--- src/rtl/dgsp_pkg.sv ---
package dgsp_pkg;

    localparam int NODES_DEF   = 64;
    localparam int NODE_W      = 6;
    localparam int DIST_W      = 17;
    localparam int CMD_W       = 2;
    localparam int CNT_W       = 7;
    localparam int CFG_IDX_W   = 1;
    localparam int CFG_DATA_W  = 7;
    localparam int IN_TDATA_W  = 32;
    localparam int OUT_TDATA_W = 24;

    localparam logic [DIST_W-1:0] NO_EDGE = 17'd99999;

    localparam logic [CMD_W-1:0] CMD_CLEAR = 2'd0;
    localparam logic [CMD_W-1:0] CMD_LOAD  = 2'd1;
    localparam logic [CMD_W-1:0] CMD_RUN   = 2'd2;

    localparam logic [CFG_IDX_W-1:0] REG_NODE_COUNT  = 1'd0;
    localparam logic [CFG_IDX_W-1:0] REG_SOURCE_NODE = 1'd1;

    localparam logic [CNT_W-1:0] NODE_COUNT_RESET = 7'd64;

    typedef enum logic [3:0] {
        ST_SWEEP,
        ST_IDLE,
        ST_INIT,
        ST_SCAN,
        ST_SCAN_END,
        ST_PICK,
        ST_RELAX,
        ST_RELAX_END,
        ST_EMIT_RD,
        ST_EMIT_LD
    } t_state;

    typedef struct packed {
        logic sweep_we;
        logic load_we;
        logic init_we;
        logic scan_start;
        logic scan_rd;
        logic mark;
        logic relax_rd;
        logic emit_rd;
        logic emit_ld;
        logic emit_last;
    } t_ctl;

    typedef struct packed {
        logic found;
        logic out_busy;
    } t_stat;

endpackage

--- src/rtl/dgsp_ctrl.sv ---
module dgsp_ctrl #(
    parameter int NODES = dgsp_pkg::NODES_DEF
) (
    input  logic                             i_clk,
    input  logic                             i_rst_n,
    input  logic                             i_in_valid,
    input  logic [dgsp_pkg::CMD_W-1:0]       i_in_cmd,
    output logic                             o_in_ready,
    input  logic                             i_cfg_we,
    input  logic [dgsp_pkg::CFG_IDX_W-1:0]   i_cfg_index,
    input  logic [dgsp_pkg::CFG_DATA_W-1:0]  i_cfg_data,
    input  dgsp_pkg::t_stat                  i_stat,
    output dgsp_pkg::t_ctl                   o_ctl,
    output logic [$clog2(NODES)-1:0]         o_idx,
    output logic [$clog2(NODES*NODES)-1:0]   o_sweep_addr,
    output logic [dgsp_pkg::NODE_W-1:0]      o_src
);
    import dgsp_pkg::*;

    localparam int NW = $clog2(NODES);
    localparam int AW = $clog2(NODES*NODES);
    localparam int CW = $clog2(NODES+1);
    localparam logic [AW-1:0] SWEEP_LAST = AW'(NODES*NODES-1);

    t_state            r_state, n_state;
    logic [NW-1:0]     r_idx, n_idx;
    logic [AW-1:0]     r_sweep, n_sweep;
    logic [CW-1:0]     r_n, n_n;
    logic [CW-1:0]     r_left, n_left;
    logic [CNT_W-1:0]  r_node_count;
    logic [NODE_W-1:0] r_source;

    logic [CW-1:0] clamp_n;
    logic          idx_last;
    logic          src_ok;

    always_comb begin
        if (r_node_count == '0) begin
            clamp_n = CW'(1);
        end else if (r_node_count > CNT_W'(NODES)) begin
            clamp_n = CW'(NODES);
        end else begin
            clamp_n = CW'(r_node_count);
        end
    end

    assign idx_last = (CW'(r_idx) == (r_n - CW'(1)));
    assign src_ok   = (CNT_W'(r_source) < CNT_W'(r_n));

    always_ff @(posedge i_clk) begin
        if (!i_rst_n) begin
            r_state      <= ST_SWEEP;
            r_idx        <= '0;
            r_sweep      <= '0;
            r_n          <= CW'(1);
            r_left       <= '0;
            r_node_count <= NODE_COUNT_RESET;
            r_source     <= '0;
        end else begin
            r_state <= n_state;
            r_idx   <= n_idx;
            r_sweep <= n_sweep;
            r_n     <= n_n;
            r_left  <= n_left;
            if (i_cfg_we) begin
                unique case (i_cfg_index)
                    REG_NODE_COUNT:  r_node_count <= i_cfg_data[CNT_W-1:0];
                    REG_SOURCE_NODE: r_source     <= i_cfg_data[NODE_W-1:0];
                    default: ;
                endcase
            end
        end
    end

    always_comb begin
        n_state    = r_state;
        n_idx      = r_idx;
        n_sweep    = r_sweep;
        n_n        = r_n;
        n_left     = r_left;
        o_ctl      = '0;
        o_in_ready = 1'b0;
        unique case (r_state)
            ST_SWEEP: begin
                o_ctl.sweep_we = 1'b1;
                if (r_sweep == SWEEP_LAST) begin
                    n_sweep = '0;
                    n_state = ST_IDLE;
                end else begin
                    n_sweep = r_sweep + AW'(1);
                end
            end
            ST_IDLE: begin
                o_in_ready = 1'b1;
                if (i_in_valid) begin
                    unique case (i_in_cmd)
                        CMD_CLEAR: n_state = ST_SWEEP;
                        CMD_LOAD:  o_ctl.load_we = 1'b1;
                        CMD_RUN: begin
                            n_n     = clamp_n;
                            n_idx   = '0;
                            n_state = ST_INIT;
                        end
                        default: ;
                    endcase
                end
            end
            ST_INIT: begin
                o_ctl.init_we = 1'b1;
                if (idx_last) begin
                    n_idx = '0;
                    if (src_ok && (r_n > CW'(1))) begin
                        n_left           = r_n - CW'(1);
                        o_ctl.scan_start = 1'b1;
                        n_state          = ST_SCAN;
                    end else begin
                        n_state = ST_EMIT_RD;
                    end
                end else begin
                    n_idx = r_idx + NW'(1);
                end
            end
            ST_SCAN: begin
                o_ctl.scan_rd = 1'b1;
                if (idx_last) begin
                    n_idx   = '0;
                    n_state = ST_SCAN_END;
                end else begin
                    n_idx = r_idx + NW'(1);
                end
            end
            ST_SCAN_END: begin
                n_state = ST_PICK;
            end
            ST_PICK: begin
                if (i_stat.found) begin
                    o_ctl.mark = 1'b1;
                    n_state    = ST_RELAX;
                end else begin
                    n_state = ST_EMIT_RD;
                end
            end
            ST_RELAX: begin
                o_ctl.relax_rd = 1'b1;
                if (idx_last) begin
                    n_idx   = '0;
                    n_state = ST_RELAX_END;
                end else begin
                    n_idx = r_idx + NW'(1);
                end
            end
            ST_RELAX_END: begin
                n_left = r_left - CW'(1);
                if (r_left == CW'(1)) begin
                    n_state = ST_EMIT_RD;
                end else begin
                    o_ctl.scan_start = 1'b1;
                    n_state          = ST_SCAN;
                end
            end
            ST_EMIT_RD: begin
                o_ctl.emit_rd = 1'b1;
                n_state       = ST_EMIT_LD;
            end
            ST_EMIT_LD: begin
                if (!i_stat.out_busy) begin
                    o_ctl.emit_ld   = 1'b1;
                    o_ctl.emit_last = idx_last;
                    if (idx_last) begin
                        n_idx   = '0;
                        n_state = ST_IDLE;
                    end else begin
                        n_idx   = r_idx + NW'(1);
                        n_state = ST_EMIT_RD;
                    end
                end
            end
            default: n_state = ST_IDLE;
        endcase
    end

    assign o_idx        = r_idx;
    assign o_sweep_addr = r_sweep;
    assign o_src        = r_source;

    a_run_starts_init: assert property (@(posedge i_clk) disable iff (!i_rst_n)
        (i_in_valid && o_in_ready && (i_in_cmd == CMD_RUN)) |=> (r_state == ST_INIT))
        else $error("accepted run did not start initialization");

    a_no_pick_emits: assert property (@(posedge i_clk) disable iff (!i_rst_n)
        ((r_state == ST_PICK) && !i_stat.found) |=> (r_state == ST_EMIT_RD))
        else $error("run did not stop when no reachable node was left");

endmodule

--- config.mk ---
export PLATFORM = sky130hd
export DESIGN_NAME = dgsp_ctrl
export DESIGN_NICKNAME = d
export VERILOG_FILES = /design/src/rtl/dgsp_pkg.sv /design/src/rtl/dgsp_ctrl.sv
export SDC_FILE = /design/constraint.sdc
export NUM_CORES = 1
export LEC_CHECK = 0
export ABC_AREA = 1
export BUFFER_PORTS_ARGS = -buffer_cell sky130_fd_sc_hd__buf_2
export CAP_MARGIN = 20
export CORE_ASPECT_RATIO = 1.5
export CORE_MARGIN = 2
export CORE_UTILIZATION = 56
export CTS_BUF_LIST = sky130_fd_sc_hd__clkbuf_16
export CTS_CLUSTER_DIAMETER = 120
export DETAILED_ROUTE_END_ITERATION = 16
export PLACE_DENSITY = 0.84
export SYNTH_ARGS = -nofsm -noshare
export SYNTH_HDL_FRONTEND = slang
export SYNTH_SLANG_ARGS = --single-unit
--- constraint.sdc ---
create_clock -name i_clk -period 2.42 [get_ports i_clk]
set_input_delay 0.484 -clock i_clk [delete_from_list [all_inputs] [get_ports i_clk]]
set_output_delay 0.484 -clock i_clk [all_outputs]
set_load 0.01 [all_outputs]
==> run summary, run 1 <==
Max Cap Viol - 0
Final Slew Violations - 0
Die Wd - 63.5 µm
CTS root buf - clkbuf_16
Final Hold Vio Count - 0
Fin worst setup slack - 0.0452 ns
Number of port buffers - 50
ANT cells - 0
CP Max Fanout - 6
Number of global-route vias before repair - 2895
CTS hold repair buffers - 0
Most frequent cells in the layout - nand2_1, nor2_1, buf_2
Post-synth top flop - dfxtp_1
Critical Path AT - 1.89 ns
Worst path cell trace - inv_1 -> ha_1 -> a21o_1 -> a22oi_2 -> nand4_1 -> o21ai_1 -> buf_2
Via-per-instance ratio - 5.40
Mapped Nets - 465
Inst Count DP - 555
Min-delay worst type - input port to flop
Total chip power - 1.91 mW
Status - finished, final reports clean
Crit-path slowest cell - dfxtp_4
Starting Density - 58.1%
Gr ovfl total - 0
FF+latch count, synth - 49
First-pass GRT wire length - 12.4 mm
Setup Viol. Count Final - 0
Vias - 3081
Number of placement rows - 32
Die height - 93.3 µm
Nets - 529
Power per Cell Area - 534 nW/µm²
Mapped Cells - 438
Crit path time final - 2.37 ns
Critical setup path kind - flop to output port
CP required - 1.94 ns
I/O pin cnt - 51
Asr flop ratio synth - 0%
Post-synth EDFFs - 0
Peak Freq - 0.421 GHz
Routed WL - 7.64 mm
Drt drc - 0
Period Utilization, post-route - 98.1%
Largest net degree at the start of global routing - 28
Fraction of layout cells with a size suffix above 1 - 22.7%
Pint - 1.35 mW
Reg2reg setup slack - 0.40 ns
Commonest non-fill, non-tap cell in the layout - nand2_1
Critical path endpoint category - output port
Worst vdd ir - 0.000385 V
Drt first pass iters - 5
Yosys Warn Count - 0
Synth-to-Final Area Change - 20.1%
CTS Buf Count - 5
Core Area - 5120 µm²
Slew headroom - 60.4%
Hold_sp - i_cfg_data[6]
Leakage - 1.67 nW
Pre-CTS WS - 0.133 ns
Clock Latency Late Sink - 0.29 ns
Total net switching power - 0.562 mW
Switching Fraction - 29.4%
Post-DRT Antenna Nets - 0
CTS Buffer Depth - 2
Combinational fraction of design power - 16.7%
Avg WL per Cell - 13.4 µm
Final cell count without fillers - 571
RSZ-0062 raised after global routing - true
Register area share after synthesis - 33.0%
H-tree depth - 2
Worst Tran Pin Value - 0.594 ns
Die ar. - 5930 µm²
CTS tree - built
CP Launch Type - flop
Synth unique cells - 41
Sequential Power Share - 46.1%
Initial DRC Count - 243
Mapped Avg Cell Area - 6.80 µm²
Clk_skew - 0.00422 ns
Critical register-to-register path startpoint - r_n[4]$_SDFFE_PN0P_
Max stage delay on crit path - 0.37 ns
Worst Setup SP - r_n[4]$_SDFFE_PN0P_
HPWL after DPL - 5.49 mm
Gr usage total - 26.0%
Initial antenna violation count - 0
Clk pwr share - 37.2%
Mapped cell area - 2980 µm²
Worst-path clk slew - 0.07 ns
Clock Sinks - 49
Routability cong. - 0.916
[kinds of logic (layout without fill, tap and decap cells)]
family                     count (synthesis)  count (layout)  synth area share (%)
and+or+nand+nor                          248             248                  38.4
DFF                                       49              49                  33.0
buffers and inverters                     57             122                  7.61
xor gates and xnor gates                  16              16                  4.71
adders and majority gates                 11              11                  4.62
AOI/OAI and AO/OA                         57              57                  11.7
[critical path, delay by kind of cell (launching register included)]
kind            cells  cell delay [ns]
buf+inv             2             0.23
compound gates      3             0.51
fa+ha+maj           1             0.30
simple gates        1             0.18
flops               1             0.37
[Yosys cell counts, drive strengths merged (4+ instances only)]
library cell	number	area (µm²)
nand2	95	389
nor3	12	81.3
xnor2	7	61.3
inv	49	184
nand4	9	56.3
nor2	96	413
dfxtp	49	981
buf	4	25.0
xor2	9	78.8
a21oi	21	135
nand3	32	173
ha	11	138
o21ai	22	110
[state kept, by name (all words and copies together), names as in the netlist]
| register | count |
|---|---|
| r_n | 7 |
| o_sweep_addr | 12 |
| o_idx | 6 |
| o_src | 6 |
| r_node_count | 7 |
| r_state | 4 |
| r_left | 7 |
[path summary, 6_finish.rpt]
| path | end | cells past startpoint |
|---|---|---|
| hold / removal | r_node_count[6]$_SDFFE_PN1P_ | 3 |
| setup reg to reg | r_state[1]$_SDFFE_PN0P_ | 13 |
| setup / recovery | o_ctl[6] | 7 |
| hold reg to reg | r_left[6]$_SDFFE_PN0P_ | 2 |
[per-stage QoR]
step	area, µm²	hold WS [ns]	TNS, ns	util, %
global placement	3320	0.453	0	64.8
detailed placement	3320	0.459	0	64.8
finish	3580	0.395	0	69.8
CTS	3500	0.395	0	68.3
floorplan	2980	0.439	0	-
global route	3580	0.413	-0.191	69.8
[repair_timing]
item / in CTS / in global routing
pin swaps: 3 / 10
buffers inserted: 2 / 6
setup endpoints to repair: 2 / 2
hold endpoints to repair: 0 / 0
gates resized for setup: 8 / 10
[final cells by class]
type / count / area [µm²]
multi-input combinational: 332 / 1800
fill: 482 / 1550
sequential: 49 / 993
timing repair buffer: 64 / 355
inverter: 50 / 194
clock buffer: 5 / 125
tap: 68 / 85.1
clock inverter: 3 / 21.3
[power by group through the flow]
stage | Combinational (mW) | Clock [mW] | Sequential (mW)
floorplan | 0.199 | 0 | 0.902
global placement | 0.297 | 0 | 0.899
detailed placement | 0.302 | 0 | 0.901
CTS | 0.308 | 0.722 | 0.881
global route | 0.356 | 0.755 | 0.886
finish | 0.319 | 0.711 | 0.881
[per-layer routing]
layer | routed length, µm | vias to the layer above | GRT usage, %
met5 | 0 | - | 0
met4 | 218 | 0 | 12.0
met3 | 443 | 20 | 4.33
met2 | 3990 | 107 | 48.0
met1 | 2980 | 1406 | 28.7
li1 | - | 1548 | -
Power figures use the tool's default switching activity.
==> run 2, diff against run 1 <==
MAX_ROUTING_LAYER = met4   (was default)
==> run summary, run 2 (same netlist as run 1, synthesis figures left out) <==
Status - finished, final reports clean
Slew headroom - 61.5%
Critical Path AT - 1.87 ns
Peak Freq - 0.426 GHz
Commonest non-fill, non-tap cell in the layout - nand2_1
Routed wl met2 - 3.90 mm
Number of global-route vias before repair - 2869
Final Hold Vio Count - 0
Die Wd - 63.5 µm
Setup Viol. Count Final - 0
Die ar. - 5930 µm²
Critical register-to-register path startpoint - o_sweep_addr[0]$_SDFFE_PN0P_
Setup TNS - 0 ns
Die height - 93.3 µm
Crit path time final - 2.35 ns
CTS Buffer Depth - 2
H-tree depth - 2
Core Area - 5120 µm²
Synth-to-Final Area Change - 19.2%
Routability cong. - 0.932
Crit-path leading delay family - compound AO/OA/AOI/OAI gates
Clk pwr share - 37.1%
Number of port buffers - 50
Post-DRT Antenna Nets - 0
CP Launch Type - flop
Hold_sp - i_cfg_data[6]
Max stage delay on crit path - 0.38 ns
Total net switching power - 0.548 mW
Largest net degree at the start of global routing - 28
Post-Route M1 WL - 2.91 mm
Starting Density - 58.1%
Worst-path clk slew - 0.07 ns
Via-per-instance ratio - 5.19
Leakage - 1.64 nW
Vias - 2945
Avg WL per Cell - 12.7 µm
CP bufs+invs - 2
Fin worst setup slack - 0.0704 ns
Top sig layer - met4
Pint - 1.35 mW
Max FFs per register - 12
Clock Latency Late Sink - 0.29 ns
Period Utilization, post-route - 97.1%
Min-Delay Endpoint - r_node_count[6]$_SDFFE_PN1P_
First-pass GRT wire length - 12.2 mm
Max Cap Viol - 0
Fraction of layout cells with a size suffix above 1 - 22.2%
RSZ-0062 raised after global routing - true
Worst vdd ir - 0.000410 V
Worst-case reg-to-reg path depth - 9
Combinational fraction of design power - 16.6%
Pre-CTS WS - 0.116 ns
Number of placement rows - 32
Clock Sinks - 49
Crit-path slowest cell - dfxtp_4
CTS root buf - clkbuf_16
Drt drc - 0
Critical path endpoint category - output port
Drt first pass iters - 4
Final Slew Violations - 0
Critical setup path kind - flop to output port
CTS tree - built
Nets - 525
Worst path cell trace - inv_1 -> ha_1 -> a21o_1 -> a22oi_2 -> nand4_1 -> o21ai_1 -> buf_2
Switching Fraction - 28.9%
ANT cells - 0
Worst reg2reg endpoint - r_state[3]$_SDFFE_PN0P_
Min-delay worst type - input port to flop
WHS - 0.401 ns
Routed WL - 7.19 mm
Power per Cell Area - 534 nW/µm²
Gr usage total - 26.1%
CTS hold repair buffers - 0
Gr ovfl total - 0
DR WL met3 - 222 µm
I/O pin cnt - 51
CTS Buf Count - 5
Worst Tran Pin Value - 0.577 ns
CP required - 1.94 ns
Clk_skew - 0.00337 ns
CP Max Fanout - 6
HPWL after DPL - 5.39 mm
Reg2reg setup slack - 0.56 ns
Sequential Power Share - 46.4%
Initial DRC Count - 178
Worst hold path stage count - 3
Initial antenna violation count - 0
Most frequent cells in the layout - nand2_1, nor2_1, buf_2
-- run 2: layout make-up --
type / count / area, µm²
well taps: 68 / 85.1
clock buffers: 5 / 125
inverters: 50 / 194
flip-flops and latches: 49 / 996
fillers: 459 / 1580
multi-input cells: 332 / 1800
repair buffers: 60 / 329
clock inverters: 3 / 21.3
-- run 2: power groups by stage --
stage	logic, mW	registers, mW	clock network, mW
final	0.313	0.878	0.702
after global routing	0.351	0.883	0.752
after CTS	0.310	0.880	0.720
after detailed placement	0.303	0.899	0
after global placement	0.297	0.899	0
after floorplan	0.199	0.902	0
-- run 2: worst max path at each step --
stage / cells past startpoint / endpoint / slack, ns / startpoint
global route: 9 / o_ctl[0] / -0.03 / r_n[1]$_SDFFE_PN0P_
detailed placement: 9 / o_ctl[6] / 0.12 / r_n[0]$_SDFFE_PN1P_
global placement: 9 / o_ctl[0] / 0.18 / r_n[0]$_SDFFE_PN1P_
CTS: 7 / o_ctl[6] / 0.01 / r_n[4]$_SDFFE_PN0P_
floorplan: 9 / o_ctl[6] / 0.21 / r_n[0]$_SDFFE_PN1P_
finish: 7 / o_ctl[6] / 0.07 / r_n[4]$_SDFFE_PN0P_
-- run 2: worst min-delay path, delay by kind of cell --
family | cells | cell delay, ns
buf+inv | 1 | 0.07
simple gates | 2 | 0.11
-- run 2: per-layer routing --
metal / up-vias / global-route usage, %
met5: - / -
met4: 0 / 10.9
met3: 11 / 3.73
met1: 1344 / 27.6
li1: 1537 / -
met2: 53 / 48.2
-- run 2: repair_timing --
item	CTS	global route
setup buffers	1	3
pin swaps	3	11
gates resized for setup	8	12
endpoints found under the setup margin	2	2
-- run 2: through the flow --
| step | power, mW | util (%) | cells | cell area [µm²] |
|---|---|---|---|---|
| after detailed placement | 1.20 | 64.8 | 555 | 3320 |
| after floorplan | 1.10 | - | 438 | 2980 |
| final | 1.89 | 69.2 | 567 | 3550 |
| after global placement | 1.20 | 64.8 | 555 | 3320 |
| after CTS | 1.91 | 68.2 | 564 | 3500 |
| after global routing | 1.99 | 69.2 | 567 | 3550 |
==> run 3, diff against run 2 <==
CORE_ASPECT_RATIO = default   (was 1.5)
CORE_UTILIZATION = 30   (was 56)
PLACE_DENSITY = 0.52   (was 0.84)
RECOVER_POWER = 25   (was default)
==> run summary, run 3 (same netlist as run 1, synthesis figures left out) <==
Largest net degree at the start of global routing - 28
DR WL met3 - 295 µm
Post-Route M1 WL - 3.92 mm
Number of port buffers - 50
Worst vdd ir - 0.000293 V
Min-delay worst type - input port to flop
Slew headroom - 17.4%
H-tree depth - 2
Clock Sinks - 49
Hold_sp - i_cfg_data[6]
Power per Cell Area - 577 nW/µm²
Drt drc - 0
Period Utilization, post-route - 95.2%
Number of placement rows - 36
Core Area - 9680 µm²
Critical setup path kind - flop to output port
Commonest non-fill, non-tap cell in the layout - nand2_1
CP bufs+invs - 2
Placed cell area - 3430 µm²
RSZ-0062 raised after global routing - true
Routed WL - 7.76 mm
Routability cong. - 0.855
Crit-path leading delay family - simple AND/OR/NAND/NOR gates
Gr ovfl total - 0
Leakage - 1.65 nW
Via-per-instance ratio - 4.58
Max FFs per register - 12
Max stage delay on crit path - 0.36 ns
Critical register-to-register path startpoint - r_state[0]$_SDFFE_PN0P_
Die ar. - 10700 µm²
Clk_skew - 0.00941 ns
Nets - 529
Most frequent cells in the layout - nand2_1, nor2_1, dfxtp_1
HPWL after DPL - 6.04 mm
Initial antenna violation count - 0
Most used cell, CP - nor2_1
Number of global-route vias before repair - 2729
Top sig layer - met4
Status - finished, final reports clean
Fraction of layout cells with a size suffix above 1 - 20.1%
Gr usage total - 15.2%
Avg WL per Cell - 12.2 µm
I/O pin cnt - 51
Setup Viol. Count Final - 0
Drt first pass iters - 4
Crit-path slowest cell - dfxtp_2
CTS Buf Count - 5
Vias - 2914
Crit path time final - 2.30 ns
Critical path endpoint category - output port
Worst path cell trace - inv_4 -> ha_4 -> xnor2_2 -> nor2_1 -> nand3_1 -> nor2_2 -> nand4_1 -> nor2_1 -> buf_2
CTS hold repair buffers - 0
Final Slew Violations - 0
ANT cells - 0
Critical Path AT - 1.82 ns
Worst Setup SP - r_n[0]$_SDFFE_PN1P_
CP Max Fanout - 3
Die Wd - 104 µm
Synth-to-Final Area Change - 23.6%
CTS Buffer Depth - 2
Post-DRT Antenna Nets - 0
Worst Tran Pin Value - 1.24 ns
Worst-path clk slew - 0.07 ns
Clock Latency Late Sink - 0.30 ns
Final Hold Vio Count - 0
Post-route cell area - 3680 µm²
Max Cap Viol - 0
Peak Freq - 0.434 GHz
CTS tree - built
Starting Density - 30.7%
Initial DRC Count - 125
CP Launch Type - flop
CP required - 1.94 ns
Routed wl met2 - 3.45 mm
Total chip power - 2.12 mW
First-pass GRT wire length - 13.0 mm
CTS root buf - clkbuf_16
Die height - 104 µm
## run 3: changes by cell type in the layout (fill, tap and decap cells not counted), sizes merged
cell    delta
clkbuf    +12
buf        -8
clkinv     -2
bufinv     +2
## run 3: repair_timing
item / CTS / global route
pin swaps: 2 / 7
buffers inserted: 0 / 4
setup endpoints to repair: 2 / 2
gates resized for setup: 6 / 8
## run 3: worst reg2reg max path, cell delays in order (launching register included)
cell	delay, ns
dfxtp_1	0.47
nand2_1	0.15
nor2_2	0.35
inv_1	0.24
nand3_1	0.14
a21boi_0	0.20
nand3_1	0.10
nand2_1	0.08
nor2_1	0.06
## run 3: power breakdown
group	internal, mW	total (mW)	switching (mW)
clock network	0.596	0.926	0.330
registers	0.840	0.880	0.0403
logic	0.123	0.318	0.195
## run 3: through the flow
stage	TNS [ns]	cells	utilization (%)	hold WS [ns]	worst slack (ns)
floorplan	0	438	-	0.439	0.210
global placement	0	624	35.4	0.454	0.173
detailed placement	0	624	35.4	0.466	0.134
CTS	0	632	37.6	0.395	0.00331
global route	-0.0324	636	38.0	0.405	-0.0324
finish	0	636	38.0	0.401	0.116
## run 3: layout make-up
| class | instances | area (µm²) |
|---|---|---|
| clock inverters | 3 | 68.8 |
| well taps | 133 | 166 |
| inverters | 50 | 194 |
| clock buffers | 5 | 125 |
| flip-flops and latches | 49 | 986 |
| fillers | 1052 | 6010 |
| repair buffers | 64 | 338 |
| multi-input cells | 332 | 1800 |
## run 3: path summary, 6_finish.rpt
path	to	slack (ns)	cells past startpoint
setup reg to reg	r_left[3]$_SDFFE_PN0P_	0.53	8
hold reg to reg	r_n[3]$_SDFFE_PN0P_	0.47	2
setup / recovery	o_ctl[0]	0.12	9
hold / removal	r_node_count[6]$_SDFFE_PN1P_	0.40	3
## run 3: routing by layer
| metal | global-route usage [%] | up-vias |
|---|---|---|
| met5 | - | - |
| met4 | 4.25 | 0 |
| met3 | 3.02 | 5 |
| met2 | 22.9 | 41 |
| met1 | 20.8 | 1323 |
| li1 | - | 1545 |
